[config.mk]
export PLATFORM = sky130hd
export DESIGN_NAME = tga_rle_pixel_decoder_unit
export DESIGN_NICKNAME = d
export VERILOG_FILES = /design/src/design/tgarle_pkg.sv /design/src/design/tgarle_front.sv /design/src/design/tgarle_queue.sv /design/src/design/tgarle_back.sv /design/src/design/tga_rle_pixel_decoder_unit.sv
export VERILOG_INCLUDE_DIRS = /design/src /design/src/design
export SDC_FILE = /design/constraint.sdc
export NUM_CORES = 1
export LEC_CHECK = 0
export BUFFER_PORTS_ARGS = -buffer_cell sky130_fd_sc_hd__buf_4
export CORE_MARGIN = 3
export CORE_UTILIZATION = 25
export CTS_BUF_LIST = sky130_fd_sc_hd__clkbuf_2
export DETAILED_ROUTE_END_ITERATION = 7
export PLACE_DENSITY = 0.42
export SKIP_LAST_GASP = 1
export SLEW_MARGIN = 15
export SYNTH_ARGS = -nofsm -noshare
export SYNTH_HDL_FRONTEND = slang
export SYNTH_SLANG_ARGS = --single-unit
[constraint.sdc]
create_clock -name clk -period 6.73 [get_ports clk]
set_input_delay 0.673 -clock clk [delete_from_list [all_inputs] [get_ports clk]]
set_output_delay 0.673 -clock clk [all_outputs]
set_load 0.02 [all_outputs]
[src/design/tga_rle_pixel_decoder_unit_macros.svh]
// ----------------------------------------------------------------------------
// TGA RLE pixel decoder - assertion macros
// Shared concurrent assertion forms used by the decoder modules.
// ----------------------------------------------------------------------------
`ifndef TGA_RLE_PIXEL_DECODER_UNIT_MACROS_SVH
`define TGA_RLE_PIXEL_DECODER_UNIT_MACROS_SVH

// Same-cycle implication, disabled while in reset.
`define TGARLE_ASSERT_IMP(lbl, clk, rst, ante, cons) \
  lbl: assert property (@(posedge clk) disable iff (rst) (ante) |-> (cons)) \
    else $error("tgarle: check failed");

// Next-cycle implication, disabled while in reset.
`define TGARLE_ASSERT_NXT(lbl, clk, rst, ante, cons) \
  lbl: assert property (@(posedge clk) disable iff (rst) (ante) |=> (cons)) \
    else $error("tgarle: check failed");

`endif

[src/design/tgarle_pkg.sv]
// ----------------------------------------------------------------------------
// TGA RLE pixel decoder - package
// Shared types and constants for the front, queue and back parts.
// ----------------------------------------------------------------------------
`default_nettype none

package tgarle_pkg;

  // Configuration register indexes.
  localparam int unsigned CFG_INDEX_W = 1;
  localparam logic [CFG_INDEX_W-1:0] REG_HAS_ALPHA   = 1'b0;
  localparam logic [CFG_INDEX_W-1:0] REG_PIXEL_TOTAL = 1'b1;

  // Packet header decode: run packets hold header minus this base.
  localparam logic [7:0] RUN_BASE = 8'd127;

  // Slot that completes a pixel.
  localparam logic [1:0] SLOT_LAST_RGB  = 2'd2;
  localparam logic [1:0] SLOT_LAST_RGBA = 2'd3;

  localparam int unsigned QUEUE_DEPTH_DEFAULT = 2;

  // One completed pixel as seen by the back part.
  typedef struct packed {
    logic [7:0] blue;
    logic [7:0] green;
    logic [7:0] red;
    logic [7:0] alpha;
    logic       is_run;
    logic [7:0] count;    // run length; unused for literals
    logic       pkt_end;  // this pixel closes its packet
  } tgarle_pix_t;

endpackage

`default_nettype wire

[src/design/tgarle_front.sv]
// ----------------------------------------------------------------------------
// TGA RLE pixel decoder - front part
// Parses packet headers and gathers pixel bytes into completed pixels.
// ----------------------------------------------------------------------------
`default_nettype none

module tgarle_front
  import tgarle_pkg::*;
(
  input  logic        clk,
  input  logic        rst,
  input  logic        has_alpha,
  input  logic        in_valid,
  output logic        in_ready,
  input  logic [7:0]  data_byte,
  input  logic        q_full,
  output logic        q_push,
  output tgarle_pix_t q_data
);

  logic       in_packet;
  logic       is_run;
  logic [7:0] left;
  logic [1:0] slot;
  logic [7:0] blue_q;
  logic [7:0] green_q;
  logic [7:0] red_q;

  logic       accept;
  logic [1:0] final_slot;
  logic       complete;
  logic       pkt_end;

  assign in_ready   = !q_full;
  assign accept     = in_valid && in_ready;
  assign final_slot = has_alpha ? SLOT_LAST_RGBA : SLOT_LAST_RGB;
  assign complete   = in_packet && (slot >= final_slot);
  assign pkt_end    = is_run || (left == 8'd1);
  assign q_push     = accept && complete;

  always_comb begin
    q_data.blue    = blue_q;
    q_data.green   = green_q;
    q_data.red     = (slot == SLOT_LAST_RGB) ? data_byte : red_q;
    q_data.alpha   = has_alpha ? data_byte : 8'd0;
    q_data.is_run  = is_run;
    q_data.count   = left;
    q_data.pkt_end = pkt_end;
  end

  always_ff @(posedge clk) begin
    if (rst) begin
      in_packet <= 1'b0;
      is_run    <= 1'b0;
      left      <= 8'd0;
      slot      <= 2'd0;
    end else if (accept) begin
      if (!in_packet) begin
        // header: bit 7 selects run or raw packet
        in_packet <= 1'b1;
        is_run    <= data_byte[7];
        left      <= data_byte[7] ? (data_byte - RUN_BASE) : (data_byte + 8'd1);
        slot      <= 2'd0;
      end else if (!complete) begin
        slot <= slot + 2'd1;
      end else begin
        slot <= 2'd0;
        left <= is_run ? 8'd0 : (left - 8'd1);
        if (pkt_end) begin
          in_packet <= 1'b0;
        end
      end
    end
  end

  // Pixel byte capture; later slots overwrite nothing earlier.
  always_ff @(posedge clk) begin
    if (accept && in_packet && !complete) begin
      case (slot)
        2'd0:    blue_q  <= data_byte;
        2'd1:    green_q <= data_byte;
        2'd2:    red_q   <= data_byte;
        default: ;
      endcase
    end
  end

endmodule

`default_nettype wire

[src/design/tgarle_queue.sv]
// ----------------------------------------------------------------------------
// TGA RLE pixel decoder - pixel queue
// Short queue that decouples the front and back parts.
// ----------------------------------------------------------------------------
`default_nettype none
`include "tga_rle_pixel_decoder_unit_macros.svh"

module tgarle_queue
  import tgarle_pkg::*;
#(
  parameter int unsigned DEPTH = QUEUE_DEPTH_DEFAULT
) (
  input  logic        clk,
  input  logic        rst,
  input  logic        push,
  input  tgarle_pix_t push_data,
  output logic        full,
  output logic        valid,
  input  logic        pop,
  output tgarle_pix_t pop_data
);

  localparam int unsigned PTR_W = $clog2(DEPTH);
  localparam int unsigned CNT_W = $clog2(DEPTH + 1);

  tgarle_pix_t      slots [DEPTH];
  logic [PTR_W-1:0] wr_ptr;
  logic [PTR_W-1:0] rd_ptr;
  logic [CNT_W-1:0] count;

  logic do_push;
  logic do_pop;

  assign full     = (count == CNT_W'(DEPTH));
  assign valid    = (count != '0);
  assign do_push  = push && !full;
  assign do_pop   = pop && valid;
  assign pop_data = slots[rd_ptr];

  always_ff @(posedge clk) begin
    if (do_push) begin
      slots[wr_ptr] <= push_data;
    end
  end

  always_ff @(posedge clk) begin
    if (rst) begin
      wr_ptr <= '0;
      rd_ptr <= '0;
      count  <= '0;
    end else begin
      if (do_push) begin
        wr_ptr <= (wr_ptr == PTR_W'(DEPTH - 1)) ? '0 : wr_ptr + PTR_W'(1);
      end
      if (do_pop) begin
        rd_ptr <= (rd_ptr == PTR_W'(DEPTH - 1)) ? '0 : rd_ptr + PTR_W'(1);
      end
      if (do_push && !do_pop) begin
        count <= count + CNT_W'(1);
      end else if (do_pop && !do_push) begin
        count <= count - CNT_W'(1);
      end
    end
  end

  `TGARLE_ASSERT_IMP(a_count_bound, clk, rst, 1'b1, count <= CNT_W'(DEPTH))

endmodule

`default_nettype wire

[src/design/tgarle_back.sv]
// ----------------------------------------------------------------------------
// TGA RLE pixel decoder - back part
// Applies image progress, clamps runs and drives the result register.
// ----------------------------------------------------------------------------
`default_nettype none
`include "tga_rle_pixel_decoder_unit_macros.svh"

module tgarle_back
  import tgarle_pkg::*;
(
  input  logic        clk,
  input  logic        rst,
  input  logic [31:0] pixel_total,
  input  logic        q_valid,
  output logic        q_pop,
  input  tgarle_pix_t q_data,
  output logic        out_valid,
  input  logic        out_ready,
  output logic [7:0]  blue,
  output logic [7:0]  green,
  output logic [7:0]  red,
  output logic [7:0]  alpha,
  output logic [7:0]  repeat_res,
  output logic        last
);

  logic [31:0] done;
  logic [31:0] done_next;

  logic [31:0] total_eff;
  logic [31:0] rem;
  logic        rem_nz;
  logic        clamp;
  logic [7:0]  rep;
  logic        emit;
  logic        is_last;
  logic        load;

  assign total_eff = (pixel_total == 32'd0) ? 32'd1 : pixel_total;
  assign rem_nz    = (done < total_eff);
  assign rem       = total_eff - done;
  // run reaches or passes the image end
  assign clamp     = rem_nz && (rem[31:8] == 24'd0) && (q_data.count >= rem[7:0]);
  assign emit      = rem_nz;

  always_comb begin
    if (!rem_nz) begin
      rep = 8'd0;
    end else if (q_data.is_run) begin
      rep = clamp ? rem[7:0] : q_data.count;
    end else begin
      rep = 8'd1;
    end
  end

  assign is_last = q_data.is_run ? clamp : (rem == 32'd1);

  always_comb begin
    if (emit) begin
      done_next = (q_data.pkt_end && is_last) ? 32'd0 : (done + {24'd0, rep});
    end else begin
      done_next = q_data.pkt_end ? 32'd0 : done;
    end
  end

  assign load  = q_valid && (!out_valid || out_ready);
  assign q_pop = load;

  always_ff @(posedge clk) begin
    if (rst) begin
      done      <= 32'd0;
      out_valid <= 1'b0;
    end else if (load) begin
      done      <= done_next;
      out_valid <= emit;
    end else if (out_ready) begin
      out_valid <= 1'b0;
    end
  end

  always_ff @(posedge clk) begin
    if (load) begin
      blue       <= q_data.blue;
      green      <= q_data.green;
      red        <= q_data.red;
      alpha      <= q_data.alpha;
      repeat_res <= rep;
      last       <= is_last;
    end
  end

  `TGARLE_ASSERT_IMP(a_rep_range, clk, rst, out_valid,
    (repeat_res != 8'd0) && (repeat_res <= 8'd128))
  `TGARLE_ASSERT_NXT(a_rearm, clk, rst, load && emit && is_last && q_data.pkt_end,
    done == 32'd0)

endmodule

`default_nettype wire

[src/design/tga_rle_pixel_decoder_unit.sv]
// A pixel's last byte pushes it into the queue; the back loads it into the result register.
// Throughput: one byte per cycle while the queue has room; one pixel per 3 (RGB) or 4 (RGBA)
// bytes at most. The back drains one entry a cycle unless a held result stalls it.
// Reset (rst, synchronous): has_alpha = 0, pixel_total = 1, parser waits for a header,
// image progress cleared, queue and result register empty.
// ----------------------------------------------------------------------------
// TGA RLE pixel decoder - top level
// Decodes a TGA run-length true-colour byte stream into pixels with repeat counts.
// ----------------------------------------------------------------------------
`default_nettype none

module tga_rle_pixel_decoder_unit
  import tgarle_pkg::*;
#(
  parameter int unsigned QUEUE_DEPTH = QUEUE_DEPTH_DEFAULT
) (
  input  logic                   clk,
  input  logic                   rst,
  // configuration write channel
  input  logic                   cfg_valid,
  output logic                   cfg_ready,
  input  logic [CFG_INDEX_W-1:0] cfg_index,
  input  logic [31:0]            cfg_data,
  // compressed byte stream
  input  logic                   in_valid,
  output logic                   in_ready,
  input  logic [7:0]             data_byte,
  // decoded pixels
  output logic                   out_valid,
  input  logic                   out_ready,
  output logic [7:0]             blue,
  output logic [7:0]             green,
  output logic [7:0]             red,
  output logic [7:0]             alpha,
  output logic [7:0]             repeat_res,
  output logic                   last
);

  logic        has_alpha;
  logic [31:0] pixel_total;

  logic        q_full;
  logic        q_push;
  tgarle_pix_t q_in;
  logic        q_valid;
  logic        q_pop;
  tgarle_pix_t q_out;

  // Configuration is always taken, unchecked: it must be written only while the block is idle.
  assign cfg_ready = 1'b1;

  always_ff @(posedge clk) begin
    if (rst) begin
      has_alpha   <= 1'b0;
      pixel_total <= 32'd1;
    end else if (cfg_valid) begin
      if (cfg_index == REG_HAS_ALPHA) begin
        has_alpha <= cfg_data[0];
      end else if (cfg_index == REG_PIXEL_TOTAL) begin
        pixel_total <= cfg_data;
      end
    end
  end

  // Front: parse headers, gather bytes, push each completed pixel.
  tgarle_front u_front (
    .clk       (clk),
    .rst       (rst),
    .has_alpha (has_alpha),
    .in_valid  (in_valid),
    .in_ready  (in_ready),
    .data_byte (data_byte),
    .q_full    (q_full),
    .q_push    (q_push),
    .q_data    (q_in)
  );

  // Queue: hold pixels while the result side stalls.
  tgarle_queue #(
    .DEPTH (QUEUE_DEPTH)
  ) u_queue (
    .clk       (clk),
    .rst       (rst),
    .push      (q_push),
    .push_data (q_in),
    .full      (q_full),
    .valid     (q_valid),
    .pop       (q_pop),
    .pop_data  (q_out)
  );

  // Back: track image progress, clamp runs, drop pixels past the end.
  tgarle_back u_back (
    .clk         (clk),
    .rst         (rst),
    .pixel_total (pixel_total),
    .q_valid     (q_valid),
    .q_pop       (q_pop),
    .q_data      (q_out),
    .out_valid   (out_valid),
    .out_ready   (out_ready),
    .blue        (blue),
    .green       (green),
    .red         (red),
    .alpha       (alpha),
    .repeat_res  (repeat_res),
    .last        (last)
  );

endmodule

`default_nettype wire

* Word-level counts from Yosys, hierarchy flattened
Memory sizes are Yosys's and may differ from the RTL's. A register that Yosys moved wholly into a read port is not among the register bits. Cells that the tools add are included.
Cells by class: $add $sub $neg 10, magnitude comparators 3, equal/unequal tests 6, mux-type cells 30, bitwise operators 2, reduce and logical (&&, ||, !) cells 34
Operators by type and width (number):
- two-way mux 32 bit | 4
- two-way mux 8 bit | 9
- adder 32 x 8 -> 32 bit | 1
- == test 32 x 1 -> 1 bit (second input constant) | 1
- logical NOT 32 bit | 1
- < comparator 32 bit | 1
- subtractor 32 bit | 1
- logical NOT 24 bit | 1
- AND reduction 2 bit | 7
- logical AND 1 bit | 13
- two-way mux 1 bit | 13
- adder 8 x 1 -> 8 bit (second input constant) | 1
- == test 8 x 1 -> 1 bit (second input constant) | 1
- >= comparator 8 bit | 1
- two-way mux 2 bit | 4
- nonzero test 2 bit | 4
- subtractor 8 x 1 -> 8 bit (second input constant) | 1
- subtractor 8 x 7 -> 8 bit (second input constant) | 1
- logical NOT 1 bit | 5
- adder 2 x 1 -> 2 bit (second input constant) | 2
- == test 2 bit (second input constant) | 2
- adder 1 bit (second input constant) | 2
- == test 2 x 1 -> 1 bit (second input constant) | 1
- >= comparator 2 bit | 1
- 5 further kinds | 7
Storage, ports and cells: bits in registers 147, RAM bits 84, output and inout port bits 44, logic and storage cells 106, memories 1
Memory list:
- u_queue.slots | depth 2, width 42, read ports 1, clocked after memory_dff 1, write ports 1, line tgarle_queue.sv:26 | tgarle_pix_t slots [DEPTH];

* Longest topological paths before layout
depth in word-level cells 12, gate-level depth with buffers 35, mapped depth without buffers 33

* Cells and area by module
Synthesis repeated with hierarchy kept, for this count alone.
Second synthesis, totals: cell total of the unflattened synthesis 1185, area total of the unflattened synthesis 12654.6 um^2
Modules (own cells, without submodules):
- tgarle_back | times used 1, cells an instance 720, area an instance 6023.3 um^2, seq. area each 1891.8 um^2
- tgarle_queue | times used 1, cells an instance 156, area an instance 3240.6 um^2, seq. area each 2622.5 um^2
- tgarle_front | times used 1, cells an instance 156, area an instance 1810.5 um^2, seq. area each 960.9 um^2
- tga_rle_pixel_decoder_unit | times used 1, cells an instance 153, area an instance 1580.3 um^2, seq. area each 660.6 um^2

* Worst setup path before layout
Ideal clock, no wire load.
kind reg-to-reg, start reg pixel_total[25], end reg u_back.done[30], library setup time 0.120 ns, arrival 6.288 ns, path slack 0.322 ns, cell stages (with the launch flop) 31, path buffers 2, period minus slack after synthesis 6.408 ns, cell sequence dfxtp_1 > nor4_1 > nand4_1 > nor2_1 > nor2_1 > ha_1 > fa_1 > nand2b_1 > a21oi_2 > o21ai_1 > o21bai_1 > o21ai_0 > or4_1 > nor4_1 > nand4b_1 > or4_1 > buf_6 > mux2_4 > a21oi_1 > ha_1 > fa_1 > a21o_1 > a21oi_1 > o21bai_1 > a21oi_1 > o21ai_0 > nand3_1 > nor2_1 > clkbuf_1 > a21oi_1 > o31a_1
On the way: word-level cells in the longest chain between the ends 12
Ends and longest elaborated chain:
- from (decl) | line tga_rle_pixel_decoder_unit.sv:40 | logic [31:0] pixel_total;
- from (signal assigned) | line tga_rle_pixel_decoder_unit.sv:60 | pixel_total <= cfg_data;
- logical NOT 32 bit | line tgarle_back.sv:39 | assign total_eff = (pixel_total == 32'd0) ? 32'd1 : pixel_total;
- two-way mux 32 bit (*) | line tgarle_back.sv:39
- parallel branches: the longest is 6 deep, another holds subtractor 32 bit
- two-way mux 8 bit (*) | line tgarle_back.sv:47 | if (!rem_nz) begin
- named net u_back.rep[0] | line tgarle_back.sv:34 | logic [7:0] rep;
- adder 32 x 8 -> 32 bit (*) | line tgarle_back.sv:60 | done_next = (q_data.pkt_end && is_last) ? 32'd0 : (done + {24'd0, rep});
- two-way mux 32 bit (*) | line tgarle_back.sv:60
- two-way mux 32 bit (*) | line tgarle_back.sv:59 | if (emit) begin
- to (signal assigned) | line tgarle_back.sv:74 | done <= done_next;
- to (decl) | line tgarle_back.sv:27 | logic [31:0] done;
Mark *: on every way through the listed nets, which the timed path passes. A chain may end at the register's enable or synchronous reset.

* Final worst setup path
start reg pixel_total[4], end reg u_back.done[31]
The elaborated chain is that of the path after synthesis.

==> results.yml <==
timing:
  drv_slew: 0
  worst_pin_slew_ns: 1.002
  rsz0062_at_grt: "yes"
  finalCritPeriodShare_pct: 97.24
  tns_ns: 0
  fmax_mhz: 152.8
  period_minus_slack_ns: 6.544
  final.setup.worst_slack_ns: 0.1859
  slew_headroom_pct: 32.94
  hold_viol: 0
  setup_viol_count_final: 0
  finalClockSkew_ns: 0.07201
placed_design:
  place_ws_ns: -0.3583
  place.port_buffers: 88
  placed_cell_area_um2: 13640
  dpl.cell_count: 1846
  dp_hpwl_mm: 25.02
  gp_congestion: 0.8436
die:
  core_um2: 45970
  io_pins: 90
  start_util_pct: 25.68
  die_area_um2: 49870
  die_h_um: 223.3
  placementRows: 78
  fp.dieW_um: 223.3
setup_path:
  slowest_stage: "or4_4"
  crit_fanout: 4
  start_kind: "register"
  path_class: "reg2reg"
  crit_top_cell: "nor2_1"
  crit_required_ns: 7.57
  slowest_delay_ns: 0.56
  worstPathArrival_ns: 7.38
  r2r_cells: 30
  cp-end-kind: "register"
route:
  num_vias: 9420
  final_antenna_net_count: 0
  wl_per_cell_um: 17.28
  drt_iter0_drc: 534
  vias_per_cell: 4.668
  drcViolationCount: 0
  dr.pass1.iters: 5
  wirelength_mm: 34.88
clock_tree:
  cts_tree: "done"
  clock_latency_ns: 0.94
  cts.sinks: 232
  cts_htree_levels: 3
  cts_buffers: 67
  clockBufferDepth: 3
  clkTransAtPathRegs_ns: 0.09
  root_buffer: "clkbuf_2"
power:
  leakage_nw: 5.914
  cellPowerDensity_nw_per_um2: 296.7
  peakVddDrop_uv: 146.8
logic_synthesis:
  synth_cell_types: 72
  synth_common_cells: "149 x edfxtp_1, 130 x nand2_1, 88 x a21oi_1"
  syn_area_per_cell_um2: 10.36
  netlist_area_um2: 11810
  ys_seq_area_share_pct: 51.97
  synth-async-reset-ratio_pct: 0
  synth_most_common_cell: "edfxtp_1"
  synth_edf_count: 149
  synthesis.instances: 1140
  synth_top_area_share_pct: 37.90
  syn_nets: 1247
  ys_warn_count: 0
  synth_top_area_cell: "edfxtp_1"
  synth_flop_cell: "edfxtp_1"
  ys_ff_latch: 232
  synthTopCellsByArea: "edfxtp_1 38%, dfxtp_1 14%, ha_1 6.3%, mux2_2 4.6%, nand2_1 4.1%"
flow_run:
  drv_cap: 0
final_layout:
  final_util_pct: 32.54
  stdcell_area_um2: 14960
  multiInputGateArea_um2: 5390
  instances_no_fill: 2018
  area_growth_pct: 26.70
  nets: 1471
  drive_gt1_share_pct: 28.83
  num-fill-cells: 4727
  regArea_um2: 6146
grt:
  grt_max_degree: 62
  first_global_vias: 9366
  grt_pass1_wl_mm: 53.65
  grtUsageTotal_pct: 13.82
  overflow: 0
  antenna_found_initial: 2
worst_hold_path:
  holdPathStages: 3
  worstHoldPathType: "in2reg"
run_status:
  status: "finished, final reports clean"
[flip-flops by register name, indices dropped and copies added, names as in the netlist, 2 cells and up, named ones only]
register,count
u_front.blue_q,8
pixel_total,32
u_back.red,8
u_front.red_q,8
u_front.green_q,8
u_queue.slots,84
u_back.green,8
u_queue.count,2
u_back.repeat_res,8
u_back.done,32
u_back.alpha,8
u_back.blue,8
u_front.left,8
u_front.slot,2
[through the flow]
stage | hold slack, ns | power [mW]
6_report | 0.1045 | 4.439
4_1_cts | 0.0003086 | 4.506
3_3_place_gp | 0.4221 | 3.353
5_1_grt | 0.02935 | 4.747
2_1_floorplan | 0.4192 | 2.744
3_5_place_dp | 0.4311 | 3.352
[layer usage]
metal | vias to the layer above | wire (um) | global-route usage (%) | share of wire [%]
li1 | 4635 | - | - | -
met1 | 4516 | 16590 | 18.58 | 48
met2 | 209 | 16020 | 21.91 | 46
met3 | 60 | 1477 | 3.303 | 4.2
met4 | 0 | 790 | 4.430 | 2.3
met5 | - | 0 | 0 | 0
[report_power, final]
group	leakage (nW)	internal (mW)	switching (mW)	total (mW)
Clock	0.470	0.441	0.634	1.07
Sequential	2.05	1.73	0.0891	1.82
Combinational	3.39	0.640	0.903	1.54
Total	5.91	2.81	1.63	4.44
[final timing paths]
| check | slack, ns | from | endpoint |
|---|---|---|---|
| max | 0.19 | pixel_total[4] | u_back.done[31] |
| min | 0.10 | cfg_data[10] | pixel_total[10] |
| max reg2reg | 0.19 | pixel_total[4] | u_back.done[31] |
| min reg2reg | 0.43 | u_front.green_q[2] | u_queue.slots[1][28] |
[placed cells by master (no fill, tap or decap), types with 5 or more instances in the layout]
cell	n
buf_4	187
edfxtp_1	149
nand2_1	130
clkbuf_2	100
a21oi_1	83
nor2_1	77
dfxtp_1	75
inv_1	58
ha_1	57
mux2_2	48
o21ai_0	40
dlygate4sd3_1	39
a21o_1	24
nand3_1	24
xnor2_1	23
nor3_1	22
nand4_1	17
nor4_1	15
o21a_1	13
and2_1	13
xor2_1	13
clkinv_1	12
mux2i_1	11
nand2b_1	10
o21ai_1	10
a21oi_2	9
o211ai_1	9
or3_1	8
a32oi_1	8
dfxtp_2	8
nor4_2	6
o21ai_2	5
a211oi_1	5
a211o_1	5
a31oi_1	5
a22oi_1	5
or4_1	5
[kinds of logic (layout without fill, tap and decap cells)]
family / after synthesis / count (layout) / share of synthesized area [%]
and+or+nand+nor: 355 / 355 / 14.38
AOI/OAI and AO/OA: 263 / 263 / 14.28
DFF: 232 / 232 / 51.97
buffers and inverters: 132 / 407 / 4.440
adders and majority gates: 61 / 61 / 6.592
muxes: 60 / 60 / 5.638
xor gates and xnor gates: 36 / 36 / 2.671
other: 1 / 4 / 0.03176
[area by class of cell]
cell class,instances,area share (%)
diodes,3,0.05019
clock buffers,100,3.346
clock inverters,20,0.8365
inverters,59,1.481
multi-input cells,776,36.04
flip-flops and latches,232,41.09
well taps,600,5.019
repair buffers,228,12.15
[timing repair]
item / in CTS / in global routing
hold buffers: 39 / 0
setup endpoints to repair: 18 / 21
endpoints found under the hold margin: 50 / 0
buffers inserted: 5 / 6
pin swaps: 14 / 33
resized for setup: 20 / 30
[critical path, delay by kind of cell, from the launching register on]
| kind | cells | cell delay (ns) |
|---|---|---|
| flops | 1 | 0.33 |
| fa+ha+maj | 3 | 0.88 |
| simple gates | 15 | 3.60 |
| buf+inv | 3 | 0.30 |
| compound gates | 8 | 1.19 |
| mux | 1 | 0.13 |
(Power assumes the default switching activity.)
